<file path="src/sv/rlec_pkg.sv">
// rlec_pkg: shared types and constants for the multi-mode run-length decoder
// no dependencies; imported by every module of the block
`timescale 1ns / 1ps

package rlec_pkg;

   localparam logic [1:0] MODE_PAIR = 2'd0;
   localparam logic [1:0] MODE_ESC  = 2'd1;
   localparam logic [1:0] MODE_FLAG = 2'd2;
   localparam logic [1:0] MODE_BITS = 2'd3;

   localparam logic [1:0] ST_RUN    = 2'd0;
   localparam logic [1:0] ST_END    = 2'd1;
   localparam logic [1:0] ST_TRUNC  = 2'd2;
   localparam logic [1:0] ST_PREFIX = 2'd3;

   localparam logic REG_MODE   = 1'b0;
   localparam logic REG_ESCAPE = 1'b1;

   localparam logic [7:0] TOP_BIT  = 8'h80;
   localparam logic [7:0] LOW_MASK = 8'h7f;

   typedef enum logic [2:0] {
      PH_FIRST  = 3'b001,
      PH_SECOND = 3'b010,
      PH_THIRD  = 3'b100
   } parse_phase_type;

   typedef enum logic [2:0] {
      BP_PREFIX = 3'b001,
      BP_LEN    = 3'b010,
      BP_CODE   = 3'b100
   } bit_phase_type;

   // bit-level parser state for the unary-prefixed mode
   typedef struct packed {
      bit_phase_type phase;
      logic [4:0]    prefix;
      logic [5:0]    bidx;
      logic [15:0]   len;
      logic [7:0]    code;
   } bits_state_type;

   // one queued beat, classified by the front
   typedef struct packed {
      logic [7:0] in_byte;
      logic       stream_end;
      logic       is_escape;
   } item_type;

endpackage

</file>
<file path="src/sv/rlec_front.sv">
// rlec_front: accepts input beats, tags escape bytes, holds them in a two-entry queue
// depends on rlec_pkg
`timescale 1ns / 1ps

module rlec_front import rlec_pkg::*; (
   input  logic       clock,
   input  logic       reset,
   input  logic       req_valid,
   output logic       req_ready,
   input  logic [7:0] req_in_byte,
   input  logic       req_stream_end,
   input  logic [7:0] escape_value,
   output logic       q_valid,
   input  logic       q_ready,
   output item_type   q_item
);

   item_type   q_ff [2];
   logic       wptr_ff, wptr_in;
   logic       rptr_ff, rptr_in;
   logic [1:0] cnt_ff, cnt_in;
   logic       push, pop;

   assign req_ready = (cnt_ff != 2'd2);
   assign q_valid   = (cnt_ff != 2'd0);
   assign q_item    = q_ff[rptr_ff];
   assign push      = req_valid && req_ready;
   assign pop       = q_valid && q_ready;

   always_comb begin
      wptr_in = push ? ~wptr_ff : wptr_ff;
      rptr_in = pop ? ~rptr_ff : rptr_ff;
      cnt_in  = cnt_ff + {1'b0, push} - {1'b0, pop};
   end

   always_ff @(posedge clock) begin
      if (reset) begin
         wptr_ff <= 1'b0;
         rptr_ff <= 1'b0;
         cnt_ff  <= 2'd0;
      end else begin
         wptr_ff <= wptr_in;
         rptr_ff <= rptr_in;
         cnt_ff  <= cnt_in;
      end
   end

   always_ff @(posedge clock) begin
      if (push) begin
         q_ff[wptr_ff].in_byte    <= req_in_byte;
         q_ff[wptr_ff].stream_end <= req_stream_end;
         q_ff[wptr_ff].is_escape  <= (req_in_byte == escape_value);
      end
   end

endmodule

</file>
<file path="src/sv/rlec_back.sv">
// rlec_back: decodes queued beats per mode and holds the result register
// depends on rlec_pkg; fed by rlec_front
`timescale 1ns / 1ps

module rlec_back import rlec_pkg::*; #(
   parameter int MAX_PREFIX = 14
) (
   input  logic        clock,
   input  logic        reset,
   input  logic [1:0]  mode,
   input  logic        restart,
   input  logic        q_valid,
   output logic        q_ready,
   input  item_type    q_item,
   output logic        rsp_valid,
   input  logic        rsp_ready,
   output logic [7:0]  rsp_run_value,
   output logic [16:0] rsp_run_count,
   output logic [1:0]  rsp_status
);

   parse_phase_type phase_ff, phase_in;
   logic [7:0]      held_ff, held_in;
   logic [2:0]      hdr_ff, hdr_in;
   logic [31:0]     total_ff, total_in;
   logic [32:0]     produced_ff, produced_in;
   logic            finished_ff, finished_in;
   logic            err_ff, err_in;
   bits_state_type  bs_ff, bs_in;

   logic            rsp_valid_ff, rsp_valid_in;
   logic [7:0]      value_ff, value_in;
   logic [16:0]     count_ff, count_in;
   logic [1:0]      status_ff, status_in;

   logic            load, emit, have_run, err_now, run_hit, stop, bit_v;
   logic [7:0]      rv;
   logic [16:0]     rc;
   logic [33:0]     sum;
   bits_state_type  bs, bs_run;

   assign q_ready       = !rsp_valid_ff || rsp_ready;
   assign load          = q_valid && q_ready;
   assign rsp_valid     = rsp_valid_ff;
   assign rsp_run_value = value_ff;
   assign rsp_run_count = count_ff;
   assign rsp_status    = status_ff;

   always_comb begin
      phase_in    = phase_ff;
      held_in     = held_ff;
      hdr_in      = hdr_ff;
      total_in    = total_ff;
      produced_in = produced_ff;
      finished_in = finished_ff;
      err_in      = err_ff;
      bs_in       = bs_ff;
      have_run    = 1'b0;
      err_now     = 1'b0;
      run_hit     = 1'b0;
      stop        = 1'b0;
      bit_v       = 1'b0;
      rv          = 8'd0;
      rc          = 17'd0;
      sum         = 34'd0;
      bs          = bs_ff;
      bs_run      = bs_ff;
      emit        = 1'b0;
      status_in   = ST_RUN;

      case (mode)
         MODE_PAIR: begin
            if (phase_ff == PH_FIRST) begin
               held_in  = q_item.in_byte;
               phase_in = PH_SECOND;
            end else begin
               phase_in = PH_FIRST;
               if (held_ff != 8'd0) begin
                  have_run = 1'b1;
                  rv       = q_item.in_byte;
                  rc       = {9'd0, held_ff};
               end
            end
         end
         MODE_ESC, MODE_FLAG: begin
            if (phase_ff == PH_FIRST) begin
               if (mode == MODE_ESC && q_item.is_escape) begin
                  phase_in = PH_SECOND;
               end else if (mode == MODE_FLAG && (q_item.in_byte & TOP_BIT) != 8'd0) begin
                  held_in  = q_item.in_byte & LOW_MASK;
                  phase_in = PH_THIRD;
               end else begin
                  have_run = 1'b1;
                  rv       = q_item.in_byte;
                  rc       = 17'd1;
               end
            end else if (phase_ff == PH_SECOND) begin
               held_in  = q_item.in_byte;
               phase_in = PH_THIRD;
            end else begin
               phase_in = PH_FIRST;
               if (held_ff != 8'd0) begin
                  have_run = 1'b1;
                  rv       = q_item.in_byte;
                  rc       = {9'd0, held_ff};
               end
            end
         end
         MODE_BITS: begin
            if (!err_ff && !finished_ff) begin
               if (hdr_ff != 3'd4) begin
                  total_in = {total_ff[23:0], q_item.in_byte};
                  hdr_in   = hdr_ff + 3'd1;
                  if (hdr_ff == 3'd3 && {total_ff[23:0], q_item.in_byte} == 32'd0) begin
                     finished_in = 1'b1;
                  end
               end else begin
                  // msb-first walk of the eight bits; at most one record ends per byte
                  for (int b = 7; b >= 0; b--) begin
                     if (!stop) begin
                        bit_v = q_item.in_byte[b];
                        case (bs.phase)
                           BP_PREFIX: begin
                              if (bit_v) begin
                                 if (bs.prefix >= 5'(MAX_PREFIX)) begin
                                    err_now = 1'b1;
                                    stop    = 1'b1;
                                 end else begin
                                    bs.prefix = bs.prefix + 5'd1;
                                 end
                              end else begin
                                 bs.phase = BP_LEN;
                                 bs.bidx  = 6'd0;
                                 bs.len   = 16'd0;
                              end
                           end
                           BP_LEN: begin
                              if (bs.bidx < 6'd16) begin
                                 bs.len[bs.bidx[3:0]] = bit_v;
                              end
                              bs.bidx = bs.bidx + 6'd1;
                              if (bs.bidx >= {1'b0, bs.prefix} + 6'd2) begin
                                 bs.phase = BP_CODE;
                                 bs.bidx  = 6'd0;
                                 bs.code  = 8'd0;
                              end
                           end
                           default: begin
                              bs.code = {bs.code[6:0], bit_v};
                              bs.bidx = bs.bidx + 6'd1;
                              if (bs.bidx >= 6'd8) begin
                                 run_hit   = 1'b1;
                                 rv        = bs.code;
                                 rc        = {1'b0, bs.len} + 17'd1;
                                 bs.phase  = BP_PREFIX;
                                 bs.prefix = 5'd0;
                                 bs.bidx   = 6'd0;
                                 bs_run    = bs;
                              end
                           end
                        endcase
                     end
                  end
                  bs_in  = bs;
                  err_in = err_now;
                  if (run_hit) begin
                     have_run    = 1'b1;
                     sum         = {1'b0, produced_ff} + {17'd0, rc};
                     produced_in = sum[32:0];
                     // size reached: the rest of the byte is dropped
                     if (sum >= {2'b00, total_ff}) begin
                        finished_in = 1'b1;
                        err_now     = 1'b0;
                        err_in      = 1'b0;
                        bs_in       = bs_run;
                     end
                  end
               end
            end
         end
         default: begin
         end
      endcase

      if (q_item.stream_end) begin
         emit = 1'b1;
         if (mode == MODE_BITS) begin
            if (err_ff || err_now) begin
               emit      = err_now;
               status_in = ST_PREFIX;
            end else begin
               status_in = finished_in ? ST_END : ST_TRUNC;
            end
         end else begin
            status_in = (phase_in == PH_FIRST) ? ST_END : ST_TRUNC;
         end
         phase_in    = PH_FIRST;
         held_in     = 8'd0;
         hdr_in      = 3'd0;
         total_in    = 32'd0;
         produced_in = 33'd0;
         finished_in = 1'b0;
         err_in      = 1'b0;
         bs_in       = '{phase: BP_PREFIX, prefix: 5'd0, bidx: 6'd0, len: 16'd0, code: 8'd0};
      end else if (err_now) begin
         emit      = 1'b1;
         status_in = ST_PREFIX;
      end else if (have_run) begin
         emit      = 1'b1;
         status_in = ST_RUN;
      end

      value_in     = have_run ? rv : 8'd0;
      count_in     = have_run ? rc : 17'd0;
      rsp_valid_in = load ? emit : (rsp_valid_ff && !rsp_ready);
   end

   always_ff @(posedge clock) begin
      if (reset || restart) begin
         phase_ff    <= PH_FIRST;
         held_ff     <= 8'd0;
         hdr_ff      <= 3'd0;
         total_ff    <= 32'd0;
         produced_ff <= 33'd0;
         finished_ff <= 1'b0;
         err_ff      <= 1'b0;
         bs_ff       <= '{phase: BP_PREFIX, prefix: 5'd0, bidx: 6'd0, len: 16'd0, code: 8'd0};
      end else if (load) begin
         phase_ff    <= phase_in;
         held_ff     <= held_in;
         hdr_ff      <= hdr_in;
         total_ff    <= total_in;
         produced_ff <= produced_in;
         finished_ff <= finished_in;
         err_ff      <= err_in;
         bs_ff       <= bs_in;
      end
   end

   always_ff @(posedge clock) begin
      if (reset) begin
         rsp_valid_ff <= 1'b0;
      end else begin
         rsp_valid_ff <= rsp_valid_in;
      end
   end

   always_ff @(posedge clock) begin
      if (load && emit) begin
         value_ff  <= value_in;
         count_ff  <= count_in;
         status_ff <= status_in;
      end
   end

endmodule

</file>
<file path="src/sv/multi_mode_run_length_decoder.sv">
// channel  | direction | ports
// req      | in        | req_valid, req_ready, req_in_byte, req_stream_end
// rsp      | out       | rsp_valid, rsp_ready, rsp_run_value, rsp_run_count, rsp_status
// csr      | in        | csr_we, csr_index, csr_wdata
//
// one beat per cycle sustained while rsp_ready stays high; an accepted beat is
// registered in the queue entry, then decoded into the result register
// the mode-3 eight-bit walk plus the size compare sets the back-end cycle
// synchronous active-high reset clears mode, escape byte and all stream state
// a two-entry queue lets the input run on while a result waits on rsp_ready
// top level: config registers, front queue and back decoder; uses rlec_pkg
`timescale 1ns / 1ps

module multi_mode_run_length_decoder import rlec_pkg::*; #(
   parameter int MAX_PREFIX = 14
) (
   input  logic        clock,
   input  logic        reset,
   input  logic        req_valid,
   output logic        req_ready,
   input  logic [7:0]  req_in_byte,
   input  logic        req_stream_end,
   output logic        rsp_valid,
   input  logic        rsp_ready,
   output logic [7:0]  rsp_run_value,
   output logic [16:0] rsp_run_count,
   output logic [1:0]  rsp_status,
   input  logic        csr_we,
   input  logic        csr_index,
   input  logic [7:0]  csr_wdata
);

   logic [1:0] mode_ff, mode_in;
   logic [7:0] escape_ff, escape_in;
   logic       restart;
   logic       q_valid, q_ready;
   item_type   q_item;

   assign restart = csr_we && (csr_index == REG_MODE);

   always_comb begin
      mode_in   = restart ? csr_wdata[1:0] : mode_ff;
      escape_in = (csr_we && csr_index == REG_ESCAPE) ? csr_wdata : escape_ff;
   end

   always_ff @(posedge clock) begin
      if (reset) begin
         mode_ff   <= MODE_PAIR;
         escape_ff <= 8'd0;
      end else begin
         mode_ff   <= mode_in;
         escape_ff <= escape_in;
      end
   end

   rlec_front u_front (
      .clock          (clock),
      .reset          (reset),
      .req_valid      (req_valid),
      .req_ready      (req_ready),
      .req_in_byte    (req_in_byte),
      .req_stream_end (req_stream_end),
      .escape_value   (escape_ff),
      .q_valid        (q_valid),
      .q_ready        (q_ready),
      .q_item         (q_item)
   );

   rlec_back #(.MAX_PREFIX(MAX_PREFIX)) u_back (
      .clock         (clock),
      .reset         (reset),
      .mode          (mode_ff),
      .restart       (restart),
      .q_valid       (q_valid),
      .q_ready       (q_ready),
      .q_item        (q_item),
      .rsp_valid     (rsp_valid),
      .rsp_ready     (rsp_ready),
      .rsp_run_value (rsp_run_value),
      .rsp_run_count (rsp_run_count),
      .rsp_status    (rsp_status)
   );

`ifndef SYNTHESIS
   // prefix errors only come out of the bitstream mode
   a_prefix_mode: assert property (@(posedge clock) disable iff (reset)
      rsp_valid && rsp_status == ST_PREFIX |-> mode_ff == MODE_BITS)
      else $error("prefix error outside bitstream mode");

   // a plain run beat always carries a nonzero count
   a_run_count: assert property (@(posedge clock) disable iff (reset)
      rsp_valid && rsp_status == ST_RUN |-> rsp_run_count != 17'd0)
      else $error("run beat with zero count");

   // input stalls only when the queue holds work for the back end
   a_stall_queue: assert property (@(posedge clock) disable iff (reset)
      !req_ready |-> q_valid)
      else $error("input stalled with empty queue");
`endif

endmodule
</file>
<file path="config.mk">
export PLATFORM = sky130hd
export DESIGN_NAME = multi_mode_run_length_decoder
export DESIGN_NICKNAME = d
export VERILOG_FILES = /design/src/sv/rlec_pkg.sv /design/src/sv/rlec_front.sv /design/src/sv/rlec_back.sv /design/src/sv/multi_mode_run_length_decoder.sv
export SDC_FILE = /design/constraint.sdc
export NUM_CORES = 1
export LEC_CHECK = 0
export BUFFER_PORTS_ARGS = -buffer_cell sky130_fd_sc_hd__buf_4
export CORE_MARGIN = 3
export CORE_UTILIZATION = 49
export CTS_CLUSTER_DIAMETER = 80
export DETAILED_ROUTE_END_ITERATION = 8
export HOLD_SLACK_MARGIN = 0.1
export PLACE_DENSITY = 0.65
export SLEW_MARGIN = 25
export SYNTH_ARGS = -nofsm -noshare
export SYNTH_HDL_FRONTEND = slang
export SYNTH_SLANG_ARGS = --single-unit
</file>
<file path="constraint.sdc">
create_clock -name clock -period 59.7 [get_ports clock]
set_clock_uncertainty 0.05 [all_clocks]
set_input_delay 8.955 -clock clock [delete_from_list [all_inputs] [get_ports clock]]
set_output_delay 8.955 -clock clock [all_outputs]
set_load 0.005 [all_outputs]
</file>
Word level (Yosys, flattened, before mapping)
Memories as Yosys holds them, arrays and structs flattened. A register that Yosys moved wholly into a read port is not among the register bits.
Index checks and enable logic that the tools add are counted.

storage, ports and cells
  bits of input ports = 23
  word-level logic and storage cells = 640
  output and inout bits = 29
  memories kept = 1
  memory bits (writable) = 20
  bits in registers = 161

memory list
  memory        depth  bits a word  read ports  clocked after memory_dff  wr ports  line              text
  u_front.q_ff  2      10           1           1                         1         rlec_front.sv:18  item_type q_ff [2];

cells by class
  $lt $le $gt $ge = 49
  bitwise logic cells = 3
  add/sub/neg operators = 36
  reductions and logical operators = 47
  multiplexer cells = 452
  equality and inequality tests = 31

operators with widths
  operator                 count
  $mux W38                 60
  $mux W17                 35
  $mux W8                  52
  $pmux W16 S2             8
  $mux W22                 8
  $mux W33                 5
  $mux W1                  155
  $pmux W8 S2              9
  $add A16 B1 Y17 const B  8
  $bwmux W16               8
  $mux W16                 8
  $mux W32                 4
  $mux W14                 8
  $pmux W6 S2              8
  $mux W5                  16
  $pmux W5 S2              8
  $mux W3                  25
  $pmux W3 S2              9
  $pmux W17 S3             1
  $add A5 B2 Y6 const B    8
  $add A6 B1 Y6 const B    8
  $ge A6 B4 Y1 const B     8
  $ge A6 B6 Y1             8
  $lt A6 B5 Y1 const B     8
  other kinds (37)         143

Logic depth before layout (Yosys ltp)
Gate-level depths: netlist of run 1.

  depth in word-level cells = 96
  depth in mapped cells = 144
  mapped depth without buffers = 133

Hierarchy
A second synthesis of run 1 with hierarchy kept.

unflattened totals
  cells, all modules = 3468
  area, all modules = 25358.1 sq um

modules (own cells, without submodules)
  module                         seq. area each (sq um)  cells an instance  area each (sq um)  times used
  rlec_back                      3193.1                  3353               23844.1            1
  rlec_front                     700.7                   71                 1061.0             1
  multi_mode_run_length_decoder  200.2                   44                 452.9              1

Worst setup path before layout of run 1
OpenSTA, ideal clock, no wires.

  path kind = register to register
  start point = reg u_back.bs_ff[25] (netlist name)
  end point = reg u_back.count_ff[0] (netlist: u_back.rsp_run_count[0]) (enable)
  arrival time = 24.112 ns
  required time = 59.268 ns
  buffers on the path = 11
  path slack = 35.157 ns
  cell stages (with the launch flop) = 135
  library setup time = 0.382 ns
  cells stage by stage = dfxtp_1 ha_1 buf_2 nand2_1 xnor2_1 ha_1 nor4b_1 a211oi_1 o21a_1 buf_2 a311oi_1 ha_1 clkbuf_1 nand3_1 xnor2_1 ha_1 a21oi_1 o21a_1 [99 not listed] o21ai_0 nand2b_1 a21oi_1 nor2b_1 o21ai_0 nand2b_1 a21oi_1 o21ai_0 nand4_1 nand2_1 a21o_1 a21oi_1 nor2b_1 or4_1 and2_1 o31ai_1 o31ai_1 inv_1

on the way
  cells in the longest elaborated chain, start to end = 77

ends and longest elaborated chain
  item                                                                    line              text
  from (decl)                                                             rlec_back.sv:29   bits_state_type bs_ff, bs_in;
  from (signal assigned)                                                  rlec_back.sv:227  bs_ff <= '{phase: BP_PREFIX, prefix: 5'd0, bidx: 6'd0, len: 16'd0, code: 8'd0};
  from (signal assigned)                                                  rlec_back.sv:236  bs_ff <= bs_in;
  parallel branches: the longest is 75 deep, another holds $add A6 B1 Y6  --
  $mux W1 (*)                                                             rlec_back.sv:185  if (q_item.stream_end) begin
  $logic_and A1 B1 Y1 (*)                                                 rlec_back.sv:249  if (load && emit) begin
  to (signal assigned)                                                    rlec_back.sv:251  count_ff <= count_in;
  to (decl)                                                               rlec_back.sv:33   logic [16:0] count_ff, count_in;

Every way passes the cells marked *. The select of a mux whose other input is x is not followed.
A chain may end at the register's enable or synchronous reset.

Worst setup path in the final report of run 1
  start point = reg u_back.bs_ff[27] (netlist name)
  end point = reg u_back.count_ff[13] (netlist: u_back.rsp_run_count[13]) (enable)

Same word-level chain as after synthesis.

==> results by group, run 1 <==
Timing
  – Final setup viols: 0
  – Unrepaired setup endpoints after global routing: false
  – Hold Fails Final Rpt: 0
  – FMAX: 0.0340 GHz
  – Fin Setup TNS: 0 ns
  – Slew Viols, Final: 0
  – Final period util: 49.3%
  – Fin crit period: 29.41 ns
  – Setup WS post-layout: 30.29 ns
  – Relative slew slack: 24.0%
  – Slew @ Worst Pin: 1.12 ns

CTS
  – Postcts setup bufs: 0
  – Deepest clock path buffer count: 2
  – Clock transition at the registers of the reported paths: 0.07 ns
  – H-tree depth: 4
  – Clk sink count: 181
  – TritonCTS clock tree: built
  – Root buffer cell: clkbuf_16
  – CTS buffer count: 17
  – Clock Latency Late Sink: 0.46 ns
  – CTS resizes: 0
  – Hold_buf cts: 0

Outcome
  – Status: finished clean

Finish
  – Layout area overhead: 5.95%
  – Fill cells: 5,018
  – Ant diodes: 0
  – Layout cell share with drive strength beyond 1: 7.56%
  – Nets: 3,688

Hold path
  – Path type of the worst min-delay path: flop to flop

Logic synthesis
  – Syn_nets: 3,764
  – Ys async rst share: 0%
  – Synth warnings: 0
  – Sequential share of the synthesized area: 16.3%
  – Ys flop type: dfxtp_1
  – Library cells used by synthesis: 120
  – Cells after Synth: 3,570
  – Number of synthesized flops with an enable pin: 47
  – Post-Syn Area: 25,100 um2
  – Syn_area_per_cell: 7.03 um2
  – Seq cells post-synth: 181

Die
  – # IOs: 52
  – Area of the core: 50,400 um2
  – Die Ht: 232 um
  – Die area: 54,000 um2
  – Initial core utilization: 49.8%
  – DIE WIDTH: 232 um
  – # rows: 82

Setup path
  – Cell mode on critical path: a21oi_1
  – Crit path buf inv count: 9
  – Slack of the worst reg-to-reg path: 30.29 ns
  – Startpoint Class: flop
  – Critical Path Max Stage Delay: 0.67 ns
  – CP required: 59.74 ns
  – Critical path arrival: 29.45 ns
  – Worst-path fanout max: 34
  – CP Class: flop to flop
  – Delay-heaviest family, CP: compound AO/OA/AOI/OAI gates
  – Crit. End Element: flop
  – CP max-delay cell: o21ai_2

Global routing
  – Initial antenna violation count: 1
  – Pin count of the biggest net entering global routing: 66
  – Number of global-route vias before repair: 27,041
  – Gr usage total: 39.3%
  – First-pass GRT wire length: 164,000 um
  – GRT overflow: 0

Routing
  – Total wire length: 110,000 um
  – DRC violations left: 0
  – Highest routed layer: met5
  – Iter 0 DRT Violations: 4,253
  – Detail Route Antenna Nets: 0
  – DR WL/cell: 26.3 um
  – Met2 WL post-DR: 49,000 um
  – Via count: 29,200
  – M1 wire length: 43,600 um
  – WL met3: 10,800 um
  – Vias per cell: 6.99
  – First-pass detailed-route iteration total: 8

Placement
  – IO Port Bufs: 51
  – Gpl congestion: 1.04
  – DPL Wire Length: 85,500 um
  – Setup WS pre-CTS: 30.45 ns

Run
  – Max Cap Viol: 0
-- cells in the final DEF, fill, tap and decap left out, types with 58 or more instances in the layout --
master,n
nand3_1,137
a211oi_1,65
o211ai_1,64
ha_1,170
mux2i_1,63
nor2_1,432
o21ai_0,209
dfxtp_1,134
nand2_1,382
o21ai_1,70
inv_1,116
xor2_1,58
xnor2_1,137
nor3_1,67
a21oi_1,269
a22oi_1,82
buf_4,112
-- metal layers --
layer  global-route usage [%]  vias to the layer above
met5                        0                        -
met4                     20.4                        2
met3                     6.94                      363
met2                     63.4                     1787
met1                     50.0                    13892
li1                         -                    13156
-- final cells by class --
class / instances / area [um2] / share of cell area [%]
multi-input combinational: 3058 / 19800 / 74.4
sequential: 181 / 4090 / 15.4
timing repair buffer: 112 / 841 / 3.16
tap: 672 / 841 / 3.16
clock buffer: 21 / 470 / 1.77
inverter: 124 / 465 / 1.75
clock inverter: 11 / 109 / 0.409
-- synth_stat cells, types with 15 or more instances --
| cell | count | share of area, % |
|---|---|---|
| a211oi_1 | 65 | 1.9 |
| a21o_1 | 38 | 1.1 |
| a21oi_1 | 270 | 5.4 |
| a221oi_1 | 19 | 0.66 |
| a22o_1 | 32 | 1.1 |
| a22oi_1 | 82 | 2.5 |
| a31oi_1 | 55 | 1.4 |
| a32o_1 | 16 | 0.64 |
| a41oi_1 | 16 | 0.56 |
| and2_1 | 44 | 1.1 |
| and3_1 | 32 | 0.80 |
| buf_2 | 36 | 0.72 |
| clkbuf_1 | 155 | 2.3 |
| dfxtp_1 | 134 | 11 |
| edfxtp_1 | 47 | 5.6 |
| ha_1 | 170 | 8.5 |
| inv_1 | 117 | 1.7 |
| mux2_2 | 15 | 0.67 |
| mux2i_1 | 63 | 2.5 |
| nand2_1 | 382 | 5.7 |
| nand2b_1 | 36 | 0.90 |
| nand3_1 | 137 | 2.7 |
| nand4_1 | 55 | 1.4 |
| nor2_1 | 433 | 6.5 |
| nor2b_1 | 31 | 0.77 |
| nor3_1 | 68 | 1.4 |
| nor4_1 | 32 | 0.80 |
| o211ai_1 | 64 | 1.9 |
| o21a_1 | 26 | 0.78 |
| o21ai_0 | 211 | 4.2 |
| o21ai_1 | 68 | 1.4 |
| o221ai_1 | 21 | 0.73 |
| o22ai_1 | 45 | 1.1 |
| o311ai_0 | 15 | 0.52 |
| o31ai_1 | 25 | 0.75 |
| or3_1 | 23 | 0.57 |
| xnor2_1 | 137 | 4.8 |
| xor2_1 | 58 | 2.0 |
-- final timing paths --
path / start / to / depth (start not counted)
worst max-delay path: u_back.bs_ff[27] / u_back.rsp_run_count[13] / 123
worst min-delay path: escape_ff[3] / escape_ff[3] / 2
worst max register to register: u_back.bs_ff[27] / u_back.rsp_run_count[13] / 123
worst min register to register: escape_ff[3] / escape_ff[3] / 2
-- state kept, by name (all words and copies together), names as in the netlist, named ones only --
signal and count:
u_back.finished_ff 1, u_back.held_ff 8, u_front.wptr_ff 1, escape_ff 8, u_back.rsp_run_count 17, u_front.rptr_ff 1
u_front.q_ff 20, u_back.err_ff 1, u_back.bs_ff 37, u_back.rsp_status 2, u_back.total_ff 32, u_back.hdr_ff 3
u_back.produced_ff 33, u_front.cnt_ff 2, mode_ff 2, u_back.phase_ff 3, u_back.rsp_run_value 8, u_back.rsp_valid 1
-- through the flow --
stage | instances | utilization (%) | area, um2 | hold slack (ns)
final | 4179 | 52.8 | 26600 | 0.424
after global routing | 4179 | 52.8 | 26600 | 0.449
after CTS | 4179 | 52.8 | 26600 | 0.423
after detailed placement | 4147 | 51.6 | 26000 | 0.413
after global placement | 4147 | 51.6 | 26000 | 0.406
after floorplan | 3570 | - | 25100 | 0.399
-- cell families (layout without fill, tap and decap cells) --
logic type	after synthesis	after routing	synth area share (%)
AOI/OAI and AO/OA	1244	1244	33.8
xor gates and xnor gates	196	196	6.87
adders and majority gates	171	171	8.55
buffers and inverters	331	268	5.28
DFF	181	181	16.3
muxes	81	81	3.34
and+or+nand+nor	1366	1366	25.8
-- worst register-to-register path, delay by kind of cell, from the launching register on --
| family | cells | cell delay (ns) |
|---|---|---|
| AO/OA/AOI/OAI | 56 | 11.83 |
| XOR/XNOR | 8 | 2.33 |
| adder cells (fa/ha/maj) | 14 | 4.90 |
| buffers and inverters | 9 | 1.83 |
| flip-flops | 1 | 0.61 |
| multiplexers | 2 | 0.75 |
| AND/OR/NAND/NOR | 34 | 6.72 |
Power of run 1 is not shown: default switching activity piles up to over one toggle a cycle in this logic, so the estimate is an artifact.
==> inputs of run 2 (changes only) <==
- clock period: 59.7 -> 30.9 ns (I/O delays scaled with it)
==> results by group, run 2 (synthesized netlist as in run 1, its figures left out) <==
Setup path
  – Critical Path Max Stage Delay: 0.63 ns
  – Crit. End Element: flop
  – CP max-delay cell: dfxtp_1
  – Cell mode on critical path: a21oi_1
  – Worst-path fanout max: 39
  – Slack of the worst reg-to-reg path: 2.41 ns
  – Startpoint Class: flop
  – Worst r2r src: u_back.bs_ff[27]
  – CP required: 30.96 ns
  – Worst reg2reg endpoint: u_back.rsp_run_count[13]
  – CP Class: flop to flop
  – Reg2reg path depth: 128
  – Critical path arrival: 28.55 ns

Global routing
  – Initial antenna violation count: 2
  – GRT overflow: 0
  – GR Layer Usage met3: 7.61%
  – Top Usage Layer GRT: met2
  – First-pass GRT wire length: 166,000 um
  – Met1 usage: 50.5%
  – Pin count of the biggest net entering global routing: 68
  – Met2 Track Usage GR: 64.0%
  – Gr usage total: 39.8%
  – Number of global-route vias before repair: 27,193

Routing
  – Iter 0 DRT Violations: 4,175
  – Via count: 29,242
  – Total wire length: 111,000 um
  – Detail Route Antenna Nets: 0
  – Vias per cell: 7.00
  – DR WL/cell: 26.5 um
  – DRC violations left: 0
  – First-pass detailed-route iteration total: 9

Timing
  – Slew @ Worst Pin: 1.13 ns
  – Relative slew slack: 24.1%
  – FMAX: 0.0351 GHz
  – Final setup viols: 0
  – Hold Fails Final Rpt: 0
  – Final period util: 92.2%
  – Fin Setup TNS: 0 ns
  – Slew Viols, Final: 0
  – Fin crit period: 28.49 ns
  – Unrepaired setup endpoints after global routing: false

Finish
  – Max FFs per register: 37
  – Most frequent cells in the layout: nor2_1, nand2_1, a21oi_1, o21ai_0, ha_1
  – Final Util: 52.8%
  – Nets: 3,686
  – Layout cell share with drive strength beyond 1: 7.53%
  – Finished Layout Cells: 4,180
  – Largest regs: u_back.bs_ff x37, u_back.produced_ff x33, u_back.total_ff x32
  – Most flop-heavy register: u_back.bs_ff
  – Commonest non-fill, non-tap cell in the layout: nor2_1
  – Layout area overhead: 5.93%

Hold path
  – Hold path depth: 2
  – Path type of the worst min-delay path: flop to flop
  – Min-delay src: escape_ff[4]
  – Hold EP: escape_ff[4]

Die
  – Die area: 54,000 um2
  – Die Ht: 232 um
  – # IOs: 52
  – Area of the core: 50,400 um2
  – DIE WIDTH: 232 um
  – Initial core utilization: 49.8%
  – # rows: 82

Outcome
  – Status: finished clean

CTS
  – Clk sink count: 181
  – Deepest clock path buffer count: 2
  – Postcts setup bufs: 0
  – Clock Latency Late Sink: 0.47 ns
  – Hold_buf cts: 0
  – H-tree depth: 4
  – CTS buffer count: 17
  – CTS resizes: 0
  – TritonCTS clock tree: built
  – Root buffer cell: clkbuf_16
  – Clock transition at the registers of the reported paths: 0.08 ns

Placement
  – DPL Wire Length: 86,100 um
  – Gpl congestion: 1.05
  – IO Port Bufs: 51
  – DP Cell Count: 4,145

Run
  – Max Cap Viol: 0
## run 2: cell type report
| class | instances | area [um2] |
|---|---|---|
| multi-input cells | 3058 | 19800 |
| repair buffers | 110 | 826 |
| diodes | 3 | 7.51 |
| fillers | 5002 | 23800 |
| inverters | 124 | 467 |
| well taps | 672 | 841 |
| clock inverters | 14 | 134 |
| clock buffers | 18 | 429 |
| flip-flops and latches | 181 | 4090 |
## run 2: worst max-delay path by stage
stage | slack (ns) | end | cells after the start | start
after floorplan | 6.36 | u_back.rsp_run_count[0] | 134 | u_back.bs_ff[25]
after global placement | 3.05 | u_back.rsp_run_count[14] | 126 | u_back.bs_ff[27]
after detailed placement | 1.88 | u_back.rsp_run_count[14] | 125 | u_back.bs_ff[24]
after CTS | 1.78 | u_back.rsp_run_count[13] | 126 | u_back.bs_ff[24]
after global routing | 0.02 | u_back.rsp_run_count[13] | 127 | u_back.bs_ff[27]
final | 2.41 | u_back.rsp_run_count[13] | 128 | u_back.bs_ff[27]
## run 2: critical path, delay by kind of cell (launching register included)
| family | cells | cell delay, ns |
|---|---|---|
| AOI/OAI and AO/OA | 57 | 12.17 |
| and+or+nand+nor | 36 | 6.32 |
| adders and majority gates | 14 | 4.60 |
| buffers and inverters | 12 | 2.21 |
| xor gates and xnor gates | 8 | 1.94 |
| DFF | 1 | 0.63 |
| muxes | 1 | 0.20 |
## run 2: per-stage QoR
stage | area (um2) | setup slack [ns] | hold slack (ns)
finish | 26600 | 2.41 | 0.418
global route | 26600 | 0.0167 | 0.452
CTS | 26500 | 1.78 | 0.421
detailed placement | 26000 | 1.88 | 0.411
global placement | 26000 | 3.05 | 0.406
floorplan | 25100 | 6.36 | 0.399
## run 2: metal layers
| metal | part of all wire, % | routed length (um) |
|---|---|---|
| met3 | 10 | 11200 |
| met1 | 39 | 43300 |
| met5 | 0 | 0 |
| met2 | 45 | 49800 |
| met4 | 5.8 | 6440 |
Power of run 2 is left out for the same reason.
